===== config.mk =====
export PLATFORM = sky130hd
export DESIGN_NAME = wbls_ctrl
export DESIGN_NICKNAME = d
export VERILOG_FILES = /design/src/hw/rtl/wbls_pkg.sv /design/src/hw/rtl/wbls_ctrl.sv
export SDC_FILE = /design/constraint.sdc
export NUM_CORES = 1
export LEC_CHECK = 0
export BUFFER_PORTS_ARGS = -buffer_cell sky130_fd_sc_hd__buf_2
export CORE_AREA = 2 2 39 41
export CTS_CLUSTER_DIAMETER = 100
export DETAILED_ROUTE_END_ITERATION = 16
export DIE_AREA = 0 0 41 43
export SETUP_SLACK_MARGIN = 0.4
export SLEW_MARGIN = 20
export SYNTH_ARGS = -nofsm -noshare
export SYNTH_HDL_FRONTEND = slang
export SYNTH_SLANG_ARGS = --single-unit

===== constraint.sdc =====
create_clock -name clk_i -period 1.5 [get_ports clk_i]
set_input_delay 0 -clock clk_i [delete_from_list [all_inputs] [get_ports clk_i]]
set_output_delay 0 -clock clk_i [all_outputs]
set_load 0.02 [all_outputs]

===== src/hw/rtl/wbls_pkg.sv =====
package wbls_pkg;

  localparam int unsigned VAL_W     = 16;
  localparam int unsigned POS_W     = 10;
  localparam int unsigned DECAY_W   = 17;
  localparam int unsigned OP_W      = 3;
  localparam int unsigned CFG_IDX_W = 8;
  localparam int unsigned NUM_REGS  = 4;
  localparam int unsigned PROD_W    = 32;
  localparam int unsigned NUM_W     = 48;
  localparam int unsigned DIV_STEPS = 16;
  localparam int unsigned DIV_CNT_W = 4;
  localparam int unsigned IN_DATA_W = 48;
  localparam int unsigned OUT_DATA_W = 32;

  localparam logic [DECAY_W-1:0] ONE_Q16 = 17'h10000;

  localparam logic [OP_W-1:0] OP_ADD_LEFT  = 3'd0;
  localparam logic [OP_W-1:0] OP_ADD_RIGHT = 3'd1;
  localparam logic [OP_W-1:0] OP_ADD_DOWN  = 3'd2;
  localparam logic [OP_W-1:0] OP_ADD_UP    = 3'd3;
  localparam logic [OP_W-1:0] OP_READ      = 3'd4;
  localparam logic [OP_W-1:0] OP_CLEAR     = 3'd5;

  typedef struct packed {
    logic load;
    logic rd;
    logic clr_start;
    logic clr_step;
    logic stage_a;
    logic stage_b;
    logic stage_c;
    logic div_step;
    logic commit;
  } cmd_t;

  typedef struct packed {
    logic is_clear;
    logic is_valid;
    logic arith;
    logic clr_last;
    logic out_free;
  } sts_t;

endpackage


===== src/hw/rtl/wbls_ctrl.sv =====
module wbls_ctrl (
  input  logic          clk_i,
  input  logic          rst_ni,
  input  logic          s_tvalid_i,
  output logic          s_tready_o,
  input  wbls_pkg::sts_t sts_i,
  output wbls_pkg::cmd_t cmd_o
);
  import wbls_pkg::*;

  localparam logic [2:0] S_CLR  = 3'd0;
  localparam logic [2:0] S_IDLE = 3'd1;
  localparam logic [2:0] S_DEC  = 3'd2;
  localparam logic [2:0] S_MA   = 3'd3;
  localparam logic [2:0] S_MB   = 3'd4;
  localparam logic [2:0] S_SUM  = 3'd5;
  localparam logic [2:0] S_DIV  = 3'd6;
  localparam logic [2:0] S_FIN  = 3'd7;

  logic [2:0]           state_q, state_d;
  logic [DIV_CNT_W-1:0] cnt_q, cnt_d;

  always_comb begin
    state_d    = state_q;
    cnt_d      = cnt_q;
    cmd_o      = '0;
    s_tready_o = 1'b0;
    unique case (state_q)
      S_CLR: begin
        cmd_o.clr_step = 1'b1;
        if (sts_i.clr_last) begin
          state_d = S_IDLE;
        end
      end
      S_IDLE: begin
        s_tready_o = 1'b1;
        if (s_tvalid_i) begin
          cmd_o.load = 1'b1;
          state_d    = S_DEC;
        end
      end
      S_DEC: begin
        if (sts_i.is_clear) begin
          cmd_o.clr_start = 1'b1;
          state_d         = S_CLR;
        end else if (!sts_i.is_valid) begin
          state_d = S_IDLE;
        end else if (sts_i.arith) begin
          cmd_o.rd = 1'b1;
          state_d  = S_MA;
        end else begin
          state_d = S_FIN;
        end
      end
      S_MA: begin
        cmd_o.stage_a = 1'b1;
        state_d       = S_MB;
      end
      S_MB: begin
        cmd_o.stage_b = 1'b1;
        state_d       = S_SUM;
      end
      S_SUM: begin
        cmd_o.stage_c = 1'b1;
        cnt_d         = '0;
        state_d       = S_DIV;
      end
      S_DIV: begin
        cmd_o.div_step = 1'b1;
        cnt_d          = cnt_q + 1'b1;
        if (cnt_q == DIV_CNT_W'(DIV_STEPS - 1)) begin
          state_d = S_FIN;
        end
      end
      S_FIN: begin
        if (sts_i.out_free) begin
          cmd_o.commit = 1'b1;
          state_d      = S_IDLE;
        end
      end
      default: state_d = S_IDLE;
    endcase
  end

  always_ff @(posedge clk_i or negedge rst_ni) begin
    if (!rst_ni) begin
      state_q <= S_CLR;
      cnt_q   <= '0;
    end else begin
      state_q <= state_d;
      cnt_q   <= cnt_d;
    end
  end

endmodule


==> impl_metrics.json <==
{
  "synthMuxAreaShare_pct": 2.20,
  "grt_pass1_vias": 512,
  "clk_latency_ns": 0.26,
  "ys_ff_latch": 7,
  "synth_xor_area_share_pct": 0,
  "tritoncts": "done",
  "rr_endpoint": "cnt_q[3]",
  "drtIter0Drc": 11,
  "min_path_type": "in2reg",
  "insertedDiodeCount": 0,
  "row_count": 14,
  "synth-compound-area-share_pct": 19.8,
  "synth_fa_ha_area_share_pct": 2.44,
  "period_needed_ns": 1.25,
  "syn_area_sq_um": 512,
  "timing.max_cap.violations": 0,
  "rrSetupSlack_ns": 0.27,
  "p_per_area_nw_per_um2": 2050,
  "crit_type": "reg2out",
  "tns_ns": 0,
  "fin_util_pct": 62.0,
  "place_area_sq_um": 634,
  "clock-sinks": 7,
  "setup_viol": 0,
  "routed_via_density": 5.33,
  "slowest_stage": "dfrtp_2",
  "place_hpwl_um": 946,
  "cpPeakStageDelay_ns": 0.43,
  "relSlewSlack_pct": 85.2,
  "whs_endpoint": "state_q[2]",
  "finalInstanceArea_sq_um": 858,
  "final_hold_viol_count": 0,
  "clock_skew_ns": 0.00639,
  "antenna_found_initial": 0,
  "fin_nets": 104,
  "synth_top_family_by_area": "simple AND/OR/NAND/NOR gates",
  "min_from": "sts_i[2]",
  "initial_utilization_pct": 37.0,
  "antenna_left": 0,
  "synth_nets": 70,
  "finalMaxSlewViolations": 0,
  "crit_fanout": 5,
  "cts_inserted_buffers": 3,
  "yosysWarnings": 0,
  "critical_path_arrival_ns": 1.25,
  "die_w_um": 41,
  "max_freq_mhz": 798,
  "core_area_sq_um": 1380,
  "clk_pin_slew_worst_paths_ns": 0.07,
  "cp-start-kind": "flip-flop",
  "areaGrowthSynthToFinish_pct": 67.7,
  "avgSynthCellArea_sq_um": 8.39,
  "grt_max_degree": 9,
  "rsz0062_at_grt": "true",
  "grt_pass1_wl_um": 2150,
  "synth_cells": 61,
  "synth.distinct_cells": 26,
  "die_y_um": 43,
  "vdd_drop_max_v": 0.000881,
  "r2r_start": "state_q[0]",
  "clock_path_buffers": 2,
  "r2r_cells": 4,
  "synthSimpleGateAreaFrac_pct": 31.3,
  "wire_per_inst_um": 14.0,
  "grt.overflow.total": 0,
  "num_vias": 586,
  "worst_slew_pin_slew_ns": 0.222,
  "htree_levels": 1,
  "drc": 0,
  "dieArea_sq_um": 1760,
  "finalHoldWorstSlack_ns": 0.00490,
  "drive_gt1_share_pct": 59.6,
  "fin_crit_sh_pct": 83.5,
  "numPortBuffers": 17,
  "critical_path.endpoint_type": "primary output",
  "status": "completed",
  "root_buffer": "clkbuf_4",
  "crit_chain": "buf_6, nor2_4, and3_4, buf_6",
  "yosysSeqAreaShare_pct": 34.2,
  "wirelength_um": 1540,
  "grt_use_total_pct": 18.4,
  "gp_congestion": 0.724,
  "dr.pass1.iters": 4,
  "hold_depth": 3,
  "cpMostUsedCell": "buf_6",
  "leakage_uw": 0.000414,
  "pin_count": 18,
  "cp_data_required_time_ns": 1.50
}
-- metrics by stage --
stage                     instances  power [uW]  setup slack [ns]
final                           110        1760             0.248
after global routing            110        1870             0.209
after CTS                       109        1640             0.271
after detailed placement         94        1150             0.136
after global placement           94        1140             0.180
after floorplan                  61         959             0.353
-- power breakdown --
| group | leakage (uW) | total, uW | switching [uW] | internal (uW) |
|---|---|---|---|---|
| clock | 0.0000177 | 185 | 87.2 | 98.3 |
| sequential | 0.0000850 | 375 | 104 | 270 |
| combinational | 0.000312 | 1200 | 605 | 596 |
| total | 0.000414 | 1760 | 797 | 965 |
-- state kept, by name, indices dropped and copies added (netlist names) --
register and count:
state_q 3, cnt_q 4
-- cell usage in the layout (no fill, tap or decap), types with 2 or more instances in the layout --
cell            n
nand2_1         3
nor3_2          3
dlygate4sd3_1   2
inv_1           3
nand3_1         4
o21ai_0         3
dfrtp_2         3
buf_6           7
buf_4          15
nor2_4          2
nor2b_2         2
a21oi_1         5
nand2_2         2
buf_2          10
clkbuf_4        3
o211ai_1        2
dfrtp_1         4
and3_1          4
-- cells in the mapped netlist, drive strengths merged --
cell	number	area share [%]
a211oi	1	1.5
a21oi	5	4.9
a221oi	1	1.7
a22oi	1	1.5
and2b	1	1.7
and3	5	6.1
and4	1	1.7
buf	5	7.8
dfrtp	7	34
ha	1	2.4
inv	3	2.2
mux2	1	2.2
nand2	5	4.2
nand3	4	3.9
nand3b	1	1.5
nor2	3	2.2
nor2b	3	4.2
nor3	4	3.9
o211ai	2	2.9
o21ai	4	3.9
o2bb2ai	2	3.4
or4b	1	2.0
-- layer usage --
| layer | GRT usage, % | vias up | wire length [um] |
|---|---|---|---|
| li1 | - | 287 | - |
| met4 | 12.0 | 0 | 19 |
| met5 | 0 | - | 0 |
| met3 | 1.57 | 2 | 52 |
| met1 | 22.7 | 282 | 655 |
| met2 | 28.7 | 15 | 814 |
-- repair_timing --
action	in CTS	in global routing
endpoints found under the setup margin	15	16
setup buffers	9	1
pin swaps	8	1
hold buffers	2	0
gates resized for setup	22	8
hold endpoints to repair	8	0
-- area by class of cell --
class	instances	area, sq um
clock buffers	3	22.5
clock inverters	1	5.00
fillers	124	526
inverters	3	11.3
multi-input cells	46	359
flip-flops and latches	7	179
well taps	16	20.0
repair buffers	34	262
-- critical path: cells and delay by family, from the launching register on --
kind / cells / cell delay [ns]
buffers and inverters: 2 / 0.25
flip-flops: 1 / 0.43
AND/OR/NAND/NOR: 2 / 0.31
-- worst max path at each step --
stage | from | to | slack, ns | cells after the start
floorplan | state_q[0] | cnt_q[3] | 0.35 | 4
global placement | state_q[1] | cnt_q[3] | 0.18 | 3
detailed placement | state_q[1] | cnt_q[3] | 0.14 | 3
CTS | state_q[0] | cnt_q[3] | 0.27 | 4
global route | state_q[0] | cmd_o[7] | 0.21 | 4
finish | state_q[0] | cmd_o[6] | 0.25 | 4
-- cells by family after synthesis --
group,after synthesis
AND/OR/NAND/NOR,28
AO/OA/AOI/OAI,16
buffers and inverters,8
flip-flops,7
multiplexers,1
adder cells (fa/ha/maj),1
Note: power is estimated with default switching activity, not from simulation.
