### src/hw/rtl/wbls_pkg.sv
package wbls_pkg;

  localparam int unsigned VAL_W     = 16;
  localparam int unsigned POS_W     = 10;
  localparam int unsigned DECAY_W   = 17;
  localparam int unsigned OP_W      = 3;
  localparam int unsigned CFG_IDX_W = 8;
  localparam int unsigned NUM_REGS  = 4;
  localparam int unsigned PROD_W    = 32;
  localparam int unsigned NUM_W     = 48;
  localparam int unsigned DIV_STEPS = 16;
  localparam int unsigned DIV_CNT_W = 4;
  localparam int unsigned IN_DATA_W = 48;
  localparam int unsigned OUT_DATA_W = 32;

  localparam logic [DECAY_W-1:0] ONE_Q16 = 17'h10000;

  localparam logic [OP_W-1:0] OP_ADD_LEFT  = 3'd0;
  localparam logic [OP_W-1:0] OP_ADD_RIGHT = 3'd1;
  localparam logic [OP_W-1:0] OP_ADD_DOWN  = 3'd2;
  localparam logic [OP_W-1:0] OP_ADD_UP    = 3'd3;
  localparam logic [OP_W-1:0] OP_READ      = 3'd4;
  localparam logic [OP_W-1:0] OP_CLEAR     = 3'd5;

  typedef struct packed {
    logic load;
    logic rd;
    logic clr_start;
    logic clr_step;
    logic stage_a;
    logic stage_b;
    logic stage_c;
    logic div_step;
    logic commit;
  } cmd_t;

  typedef struct packed {
    logic is_clear;
    logic is_valid;
    logic arith;
    logic clr_last;
    logic out_free;
  } sts_t;

endpackage

### src/hw/rtl/wbls_dpath.sv
module wbls_dpath #(
  parameter int unsigned LINE_LENGTH = 1024
) (
  input  logic                                 clk_i,
  input  logic                                 rst_ni,
  input  wbls_pkg::cmd_t                       cmd_i,
  output wbls_pkg::sts_t                       sts_o,
  input  logic [wbls_pkg::IN_DATA_W-1:0]       s_tdata_i,
  input  logic [wbls_pkg::OP_W-1:0]            s_tuser_i,
  input  logic                                 cfg_valid_i,
  input  logic [wbls_pkg::CFG_IDX_W-1:0]       cfg_index_i,
  input  logic [wbls_pkg::DECAY_W-1:0]         cfg_data_i,
  input  logic                                 m_tready_i,
  output logic                                 m_tvalid_o,
  output logic [wbls_pkg::OUT_DATA_W-1:0]      m_tdata_o,
  output logic                                 fwd_we_o,
  output logic                                 bwd_we_o,
  output logic [$clog2(LINE_LENGTH)-1:0]       mem_waddr_o,
  output logic [2*wbls_pkg::VAL_W-1:0]         mem_wdata_o,
  output logic                                 mem_re_o,
  output logic [$clog2(LINE_LENGTH)-1:0]       mem_raddr_o,
  input  logic [2*wbls_pkg::VAL_W-1:0]         fwd_rdata_i,
  input  logic [2*wbls_pkg::VAL_W-1:0]         bwd_rdata_i
);
  import wbls_pkg::*;

  localparam int unsigned AW = $clog2(LINE_LENGTH);

  logic [OP_W-1:0]    op_q;
  logic [POS_W-1:0]   pos_q;
  logic [VAL_W-1:0]   sv_q, sw_q;
  logic [DECAY_W-1:0] decay_q [NUM_REGS];
  logic [VAL_W-1:0]   facc_v_q, facc_w_q, bacc_v_q, bacc_w_q;
  logic [PROD_W-1:0]  x_q, x_d, y_q, y_d, den_q, den_d;
  logic [VAL_W-1:0]   b1_q, b1_d, b2_q, b2_d, wres_q, wres_d;
  logic [NUM_W-1:0]   p1_q, p2_q;
  logic [PROD_W-1:0]  rem_q, rem_d;
  logic [VAL_W-1:0]   quo_q, quo_d;
  logic [AW-1:0]      clr_addr_q, clr_addr_d;
  logic               out_valid_q;
  logic [VAL_W-1:0]   out_val_q, out_wgt_q;

  logic               is_fwd, is_read, is_add, pos_ok, arith;
  logic [VAL_W-1:0]   acc_v, acc_w, res_val, res_wgt;
  logic [DECAY_W-1:0] d_raw, d_sat, d_inv;
  logic [32:0]        mw1, mw2, sum_w, rnd_w;
  logic [NUM_W-1:0]   num;
  logic [32:0]        div_t, div_diff;
  logic               div_ge;
  logic               clr_last;

  // decode of the held word
  assign is_fwd  = (op_q == OP_ADD_LEFT) || (op_q == OP_ADD_DOWN);
  assign is_read = (op_q == OP_READ);
  assign is_add  = (op_q == OP_ADD_LEFT) || (op_q == OP_ADD_RIGHT) ||
                   (op_q == OP_ADD_DOWN) || (op_q == OP_ADD_UP);
  assign pos_ok  = (32'(pos_q) < LINE_LENGTH);
  assign acc_v   = is_fwd ? facc_v_q : bacc_v_q;
  assign acc_w   = is_fwd ? facc_w_q : bacc_w_q;
  assign arith   = is_read || (sw_q < acc_w);

  assign d_raw = decay_q[op_q[1:0]];
  assign d_sat = (d_raw > ONE_Q16) ? ONE_Q16 : d_raw;
  assign d_inv = ONE_Q16 - d_sat;

  assign clr_last = (clr_addr_q == AW'(LINE_LENGTH - 1));

  assign sts_o.is_clear = (op_q == OP_CLEAR);
  assign sts_o.is_valid = (is_add || is_read) && pos_ok;
  assign sts_o.arith    = arith;
  assign sts_o.clr_last = clr_last;
  assign sts_o.out_free = !out_valid_q || m_tready_i;

  // weights and multiplicands
  always_comb begin
    mw1 = 33'(d_inv) * 33'(sw_q);
    mw2 = 33'(d_sat) * 33'(acc_w);
    x_d  = x_q;
    y_d  = y_q;
    b1_d = b1_q;
    b2_d = b2_q;
    if (cmd_i.stage_a) begin
      if (is_read) begin
        x_d  = PROD_W'(fwd_rdata_i[VAL_W-1:0]);
        y_d  = PROD_W'(bwd_rdata_i[VAL_W-1:0]);
        b1_d = fwd_rdata_i[2*VAL_W-1:VAL_W];
        b2_d = bwd_rdata_i[2*VAL_W-1:VAL_W];
      end else begin
        x_d  = mw1[PROD_W-1:0];
        y_d  = mw2[PROD_W-1:0];
        b1_d = sv_q;
        b2_d = acc_v;
      end
    end
  end

  // divisor and result weight
  always_comb begin
    sum_w  = {1'b0, x_q} + {1'b0, y_q};
    rnd_w  = sum_w + 33'd32768;
    den_d  = den_q;
    wres_d = wres_q;
    if (cmd_i.stage_b) begin
      den_d  = sum_w[PROD_W-1:0];
      wres_d = is_read ? sum_w[VAL_W:1] : rnd_w[PROD_W-1:VAL_W];
    end
  end

  // restoring divider, one quotient bit per step
  always_comb begin
    num      = p1_q + p2_q + NUM_W'(den_q[PROD_W-1:1]);
    div_t    = {rem_q, quo_q[VAL_W-1]};
    div_diff = div_t - {1'b0, den_q};
    div_ge   = (div_t >= {1'b0, den_q});
    rem_d    = rem_q;
    quo_d    = quo_q;
    if (cmd_i.stage_c) begin
      rem_d = num[NUM_W-1:VAL_W];
      quo_d = num[VAL_W-1:0];
    end else if (cmd_i.div_step) begin
      rem_d = div_ge ? div_diff[PROD_W-1:0] : div_t[PROD_W-1:0];
      quo_d = {quo_q[VAL_W-2:0], div_ge};
    end
  end

  always_comb begin
    if (!arith) begin
      res_val = sv_q;
      res_wgt = sw_q;
    end else begin
      res_wgt = wres_q;
      if (den_q == '0) begin
        res_val = is_read ? '0 : sv_q;
      end else begin
        res_val = quo_q;
      end
    end
  end

  always_comb begin
    clr_addr_d = clr_addr_q;
    if (cmd_i.clr_step) begin
      clr_addr_d = clr_last ? '0 : clr_addr_q + 1'b1;
    end
  end

  assign fwd_we_o    = cmd_i.clr_step || (cmd_i.commit && is_add && is_fwd);
  assign bwd_we_o    = cmd_i.clr_step || (cmd_i.commit && is_add && !is_fwd);
  assign mem_waddr_o = cmd_i.clr_step ? clr_addr_q : AW'(pos_q);
  assign mem_wdata_o = cmd_i.clr_step ? '0 : {res_val, res_wgt};
  assign mem_re_o    = cmd_i.rd;
  assign mem_raddr_o = AW'(pos_q);

  assign m_tvalid_o = out_valid_q;
  assign m_tdata_o  = {out_wgt_q, out_val_q};

  always_ff @(posedge clk_i) begin
    if (cmd_i.load) begin
      op_q  <= s_tuser_i;
      pos_q <= s_tdata_i[POS_W-1:0];
      sv_q  <= s_tdata_i[POS_W+VAL_W-1:POS_W];
      sw_q  <= s_tdata_i[POS_W+2*VAL_W-1:POS_W+VAL_W];
    end
    if (cmd_i.stage_b) begin
      p1_q <= NUM_W'(x_q) * NUM_W'(b1_q);
      p2_q <= NUM_W'(y_q) * NUM_W'(b2_q);
    end
    if (cmd_i.commit) begin
      out_val_q <= res_val;
      out_wgt_q <= res_wgt;
    end
    x_q    <= x_d;
    y_q    <= y_d;
    b1_q   <= b1_d;
    b2_q   <= b2_d;
    den_q  <= den_d;
    wres_q <= wres_d;
    rem_q  <= rem_d;
    quo_q  <= quo_d;
  end

  always_ff @(posedge clk_i or negedge rst_ni) begin
    if (!rst_ni) begin
      for (int i = 0; i < NUM_REGS; i++) begin
        decay_q[i] <= '0;
      end
      facc_v_q    <= '0;
      facc_w_q    <= '0;
      bacc_v_q    <= '0;
      bacc_w_q    <= '0;
      clr_addr_q  <= '0;
      out_valid_q <= 1'b0;
    end else begin
      if (cfg_valid_i && (32'(cfg_index_i) < NUM_REGS)) begin
        decay_q[cfg_index_i[1:0]] <= cfg_data_i;
      end
      if (cmd_i.clr_start) begin
        facc_v_q <= '0;
        facc_w_q <= '0;
        bacc_v_q <= '0;
        bacc_w_q <= '0;
      end else if (cmd_i.commit && is_add) begin
        if (is_fwd) begin
          facc_v_q <= res_val;
          facc_w_q <= res_wgt;
        end else begin
          bacc_v_q <= res_val;
          bacc_w_q <= res_wgt;
        end
      end
      clr_addr_q <= clr_addr_d;
      if (cmd_i.commit) begin
        out_valid_q <= 1'b1;
      end else if (m_tready_i) begin
        out_valid_q <= 1'b0;
      end
    end
  end

endmodule

### config.mk
export PLATFORM = sky130hd
export DESIGN_NAME = wbls_dpath
export DESIGN_NICKNAME = d
export VERILOG_FILES = /design/src/hw/rtl/wbls_pkg.sv /design/src/hw/rtl/wbls_dpath.sv
export SDC_FILE = /design/constraint.sdc
export NUM_CORES = 2
export LEC_CHECK = 0
export ABC_AREA = 0
export BUFFER_PORTS_ARGS = -buffer_cell sky130_fd_sc_hd__buf_4
export CAP_MARGIN = 20
export CORE_AREA = 2 2 438 440
export CTS_CLUSTER_DIAMETER = 80
export DETAILED_ROUTE_END_ITERATION = 10
export DIE_AREA = 0 0 440 442
export PLACE_DENSITY = 0.63
export SLEW_MARGIN = 5
export SYNTH_ARGS = -nofsm -noshare
export SYNTH_HDL_FRONTEND = slang
export SYNTH_SLANG_ARGS = --single-unit
### constraint.sdc
create_clock -name clk_i -period 20.3 [get_ports clk_i]
set_input_delay 1.015 -clock clk_i [delete_from_list [all_inputs] [get_ports clk_i]]
set_output_delay 1.015 -clock clk_i [all_outputs]
set_load 0.005 [all_outputs]
==> impl_metrics.env <==
export IMPL_syn_to_final_growth_pct=9.02
export IMPL_async_reset_ff_frac=0.281
export IMPL_cts_root_buf="clkbuf_16"
export IMPL_initial_core_util=0.399
export IMPL_layout_drive_gt1_share=0.0791
export IMPL_clk_latency_ns=0.73
export IMPL_track_usage=0.239
export IMPL_rr_worst_depth=33
export IMPL_grt_remaining_overflow=0
export IMPL_worstSetupEndpointType="flip-flop"
export IMPL_first_pass_iters=6
export IMPL_yosysSeqAreaShare=0.192
export IMPL_cts_max_path_buffers=3
export IMPL_port_buffers=237
export IMPL_worstPathMaxFanout=26
export IMPL_finalSetupViolCount=0
export IMPL_vias=56400
export IMPL_ant_nets=0
export IMPL_worst_hold_path_type="primary input to asynchronous set/reset pin"
export IMPL_fp_dieArea_um2=194000
export IMPL_fin_crit_ns=11.02
export IMPL_syn_area_um2=75600
export IMPL_synth_ff_type="edfxtp_1"
export IMPL_grt_pass1_vias=60900
export IMPL_dpl_hpwl_um=178000
export IMPL_cts_clk_slew_worst_paths_ns=0.06
export IMPL_met1Wirelength_um=89200
export IMPL_antenna_found_initial=3
export IMPL_wl_um=228000
export IMPL_critical_path_class="flip-flop to flip-flop"
export IMPL_drc=0
export IMPL_synth_top_cell_by_area="fa_1"
export IMPL_clock_skew_ns=0.0661
export IMPL_wire_per_inst_um=21.5
export IMPL_met2_length_um=109000
export IMPL_rsz0062_at_grt="no"
export IMPL_synth_top_area_share=0.340
export IMPL_r2r_start="op_q[0]"
export IMPL_synth_seq_cells=508
export IMPL_place_gp_congestion=0.951
export IMPL_synth_edff_count=365
export IMPL_yosysWarnings=0
export IMPL_core_rowCount=160
export IMPL_grt_pass1_wl_um=357000
export IMPL_core_area_um2=190000
export IMPL_final_hold_violation_count=0
export IMPL_hold_buffers=0
export IMPL_ys_top_cells_by_area="fa_1 (34%), edfxtp_1 (14%), ha_1 (9.7%)"
export IMPL_worst_setup_path_start_kind="flip-flop"
export IMPL_syn_nets=9948
export IMPL_r2r_end="x_q[24]"
export IMPL_die_w_um=440
export IMPL_wl_met3_um=13100
export IMPL_drtIter0Drc=3734
export IMPL_htreeDepth=2
export IMPL_cp_slowest_cell="mux4_1"
export IMPL_cp_arrival_ns=11.41
export IMPL_viasPerCell=5.32
export IMPL_path_common_cell="fa_1"
export IMPL_cts_resized=0
export IMPL_slew_headroom=0.217
export IMPL_critPathRequiredTime_ns=20.69
export IMPL_critPathMaxStageDelay_ns=0.87
export IMPL_cts_tree="yes"
export IMPL_yosys_top_cells_count="inv_1 (1406), fa_1 (1284), nand2_1 (1284), ha_1 (585), and2_1 (475)"
export IMPL_final_max_slew_violation_count=0
export IMPL_synth_cell_type_count=91
export IMPL_tightest_slew_ns=1.17
export IMPL_ff2ff_setup_slack_ns=9.28
export IMPL_yosys_cell_count_top_type="inv_1"
export IMPL_finalNetCount=10100
export IMPL_cts_buffers=61
export IMPL_grt_max_degree=90
export IMPL_fin_crit_sh=0.543
export IMPL_clock_fmax_ghz=0.0907
export IMPL_cts_sinks=508
export IMPL_startpoint="op_q[0]"
export IMPL_fin_setup_tns_ns=0
export IMPL_die_y_um=442
export IMPL_routed_top_layer="met5"
export IMPL_syn_inst=7926
export IMPL_post_cts_buffers=0
export IMPL_syn_avg_cell_area_um2=9.54
export IMPL_status="complete, no violations"
export IMPL_drv_cap=0
export IMPL_num_io_pins=246
-- worst max-delay path by stage --
stage	cells after the start	to	slack, ns
3_3_place_gp	33	x_q[24]	9.39
3_5_place_dp	33	x_q[24]	9.34
6_report	33	x_q[24]	9.28
2_1_floorplan	34	x_q[23]	11.07
4_1_cts	33	x_q[24]	9.28
5_1_grt	32	x_q[24]	8.67
-- state kept, by name, indices dropped and copies added, names as in the netlist, 32 cells and up --
name,count
y_q,32
rem_q,32
p1_q,48
den_q,32
p2_q,48
x_q,32
decay_q,68
-- per-layer routing --
| layer | GRT usage | vias to the layer above |
|---|---|---|
| met5 | 0 | - |
| met4 | 0.144 | 4 |
| met3 | 0.0331 | 511 |
| met2 | 0.402 | 1756 |
| met1 | 0.290 | 28900 |
| li1 | - | 25200 |
-- metrics by stage --
stage                     utilization  area (µm²)  hold WS [ns]  std cells  setup WS (ns)
final                           0.435       82500         0.442      10600           9.28
after CTS                       0.435       82400         0.409      10600           9.28
after detailed placement        0.424       80400         0.465      10500           9.34
after global placement          0.424       80400         0.456      10500           9.39
after global routing            0.435       82500         0.425      10600           8.67
after floorplan                     -       75600         0.441       7926          11.07
-- worst max-delay path: cells and delay by family, from the launching register on --
family / cells / cell delay, ns
muxes: 1 / 0.87
DFF: 1 / 0.32
xor gates and xnor gates: 1 / 0.28
AOI/OAI and AO/OA: 8 / 2.00
and+or+nand+nor: 11 / 3.00
buffers and inverters: 5 / 0.85
adders and majority gates: 7 / 3.38
-- cell families after synthesis --
family | share of synthesized area
simple gates | 0.150
fa+ha+maj | 0.437
buf+inv | 0.0879
compound gates | 0.0781
flops | 0.192
xor+xnor | 0.0296
mux | 0.0252
-- cell type report --
| class | instances | area [µm²] |
|---|---|---|
| fillers | 18100 | 107000 |
| multi-input cells | 5665 | 54500 |
| flip-flops and latches | 508 | 14500 |
| inverters | 1412 | 5300 |
| well taps | 2511 | 3140 |
| repair buffers | 382 | 2900 |
| clock buffers | 79 | 1720 |
| clock inverters | 34 | 323 |
| diodes | 2 | 5.00 |
-- layout by cell type (no fill, tap or decap), types with 40 or more instances in the layout --
cell type	count
and3_1	57
a211oi_1	74
a21o_1	132
inv_1	1406
edfxtp_1	365
o21a_1	40
nand2_1	1284
a21oi_1	256
ha_1	585
nand3_1	52
clkbuf_16	64
xor2_1	81
and2_1	475
mux2_2	111
nor2_1	365
dfrtp_1	143
nor3_1	48
fa_1	1284
xnor2_1	170
buf_4	378
o21ai_0	171
Power is left out: the tool's default activity adds up to more than one toggle a clock period on the data nets, which glitch-free logic cannot reach.
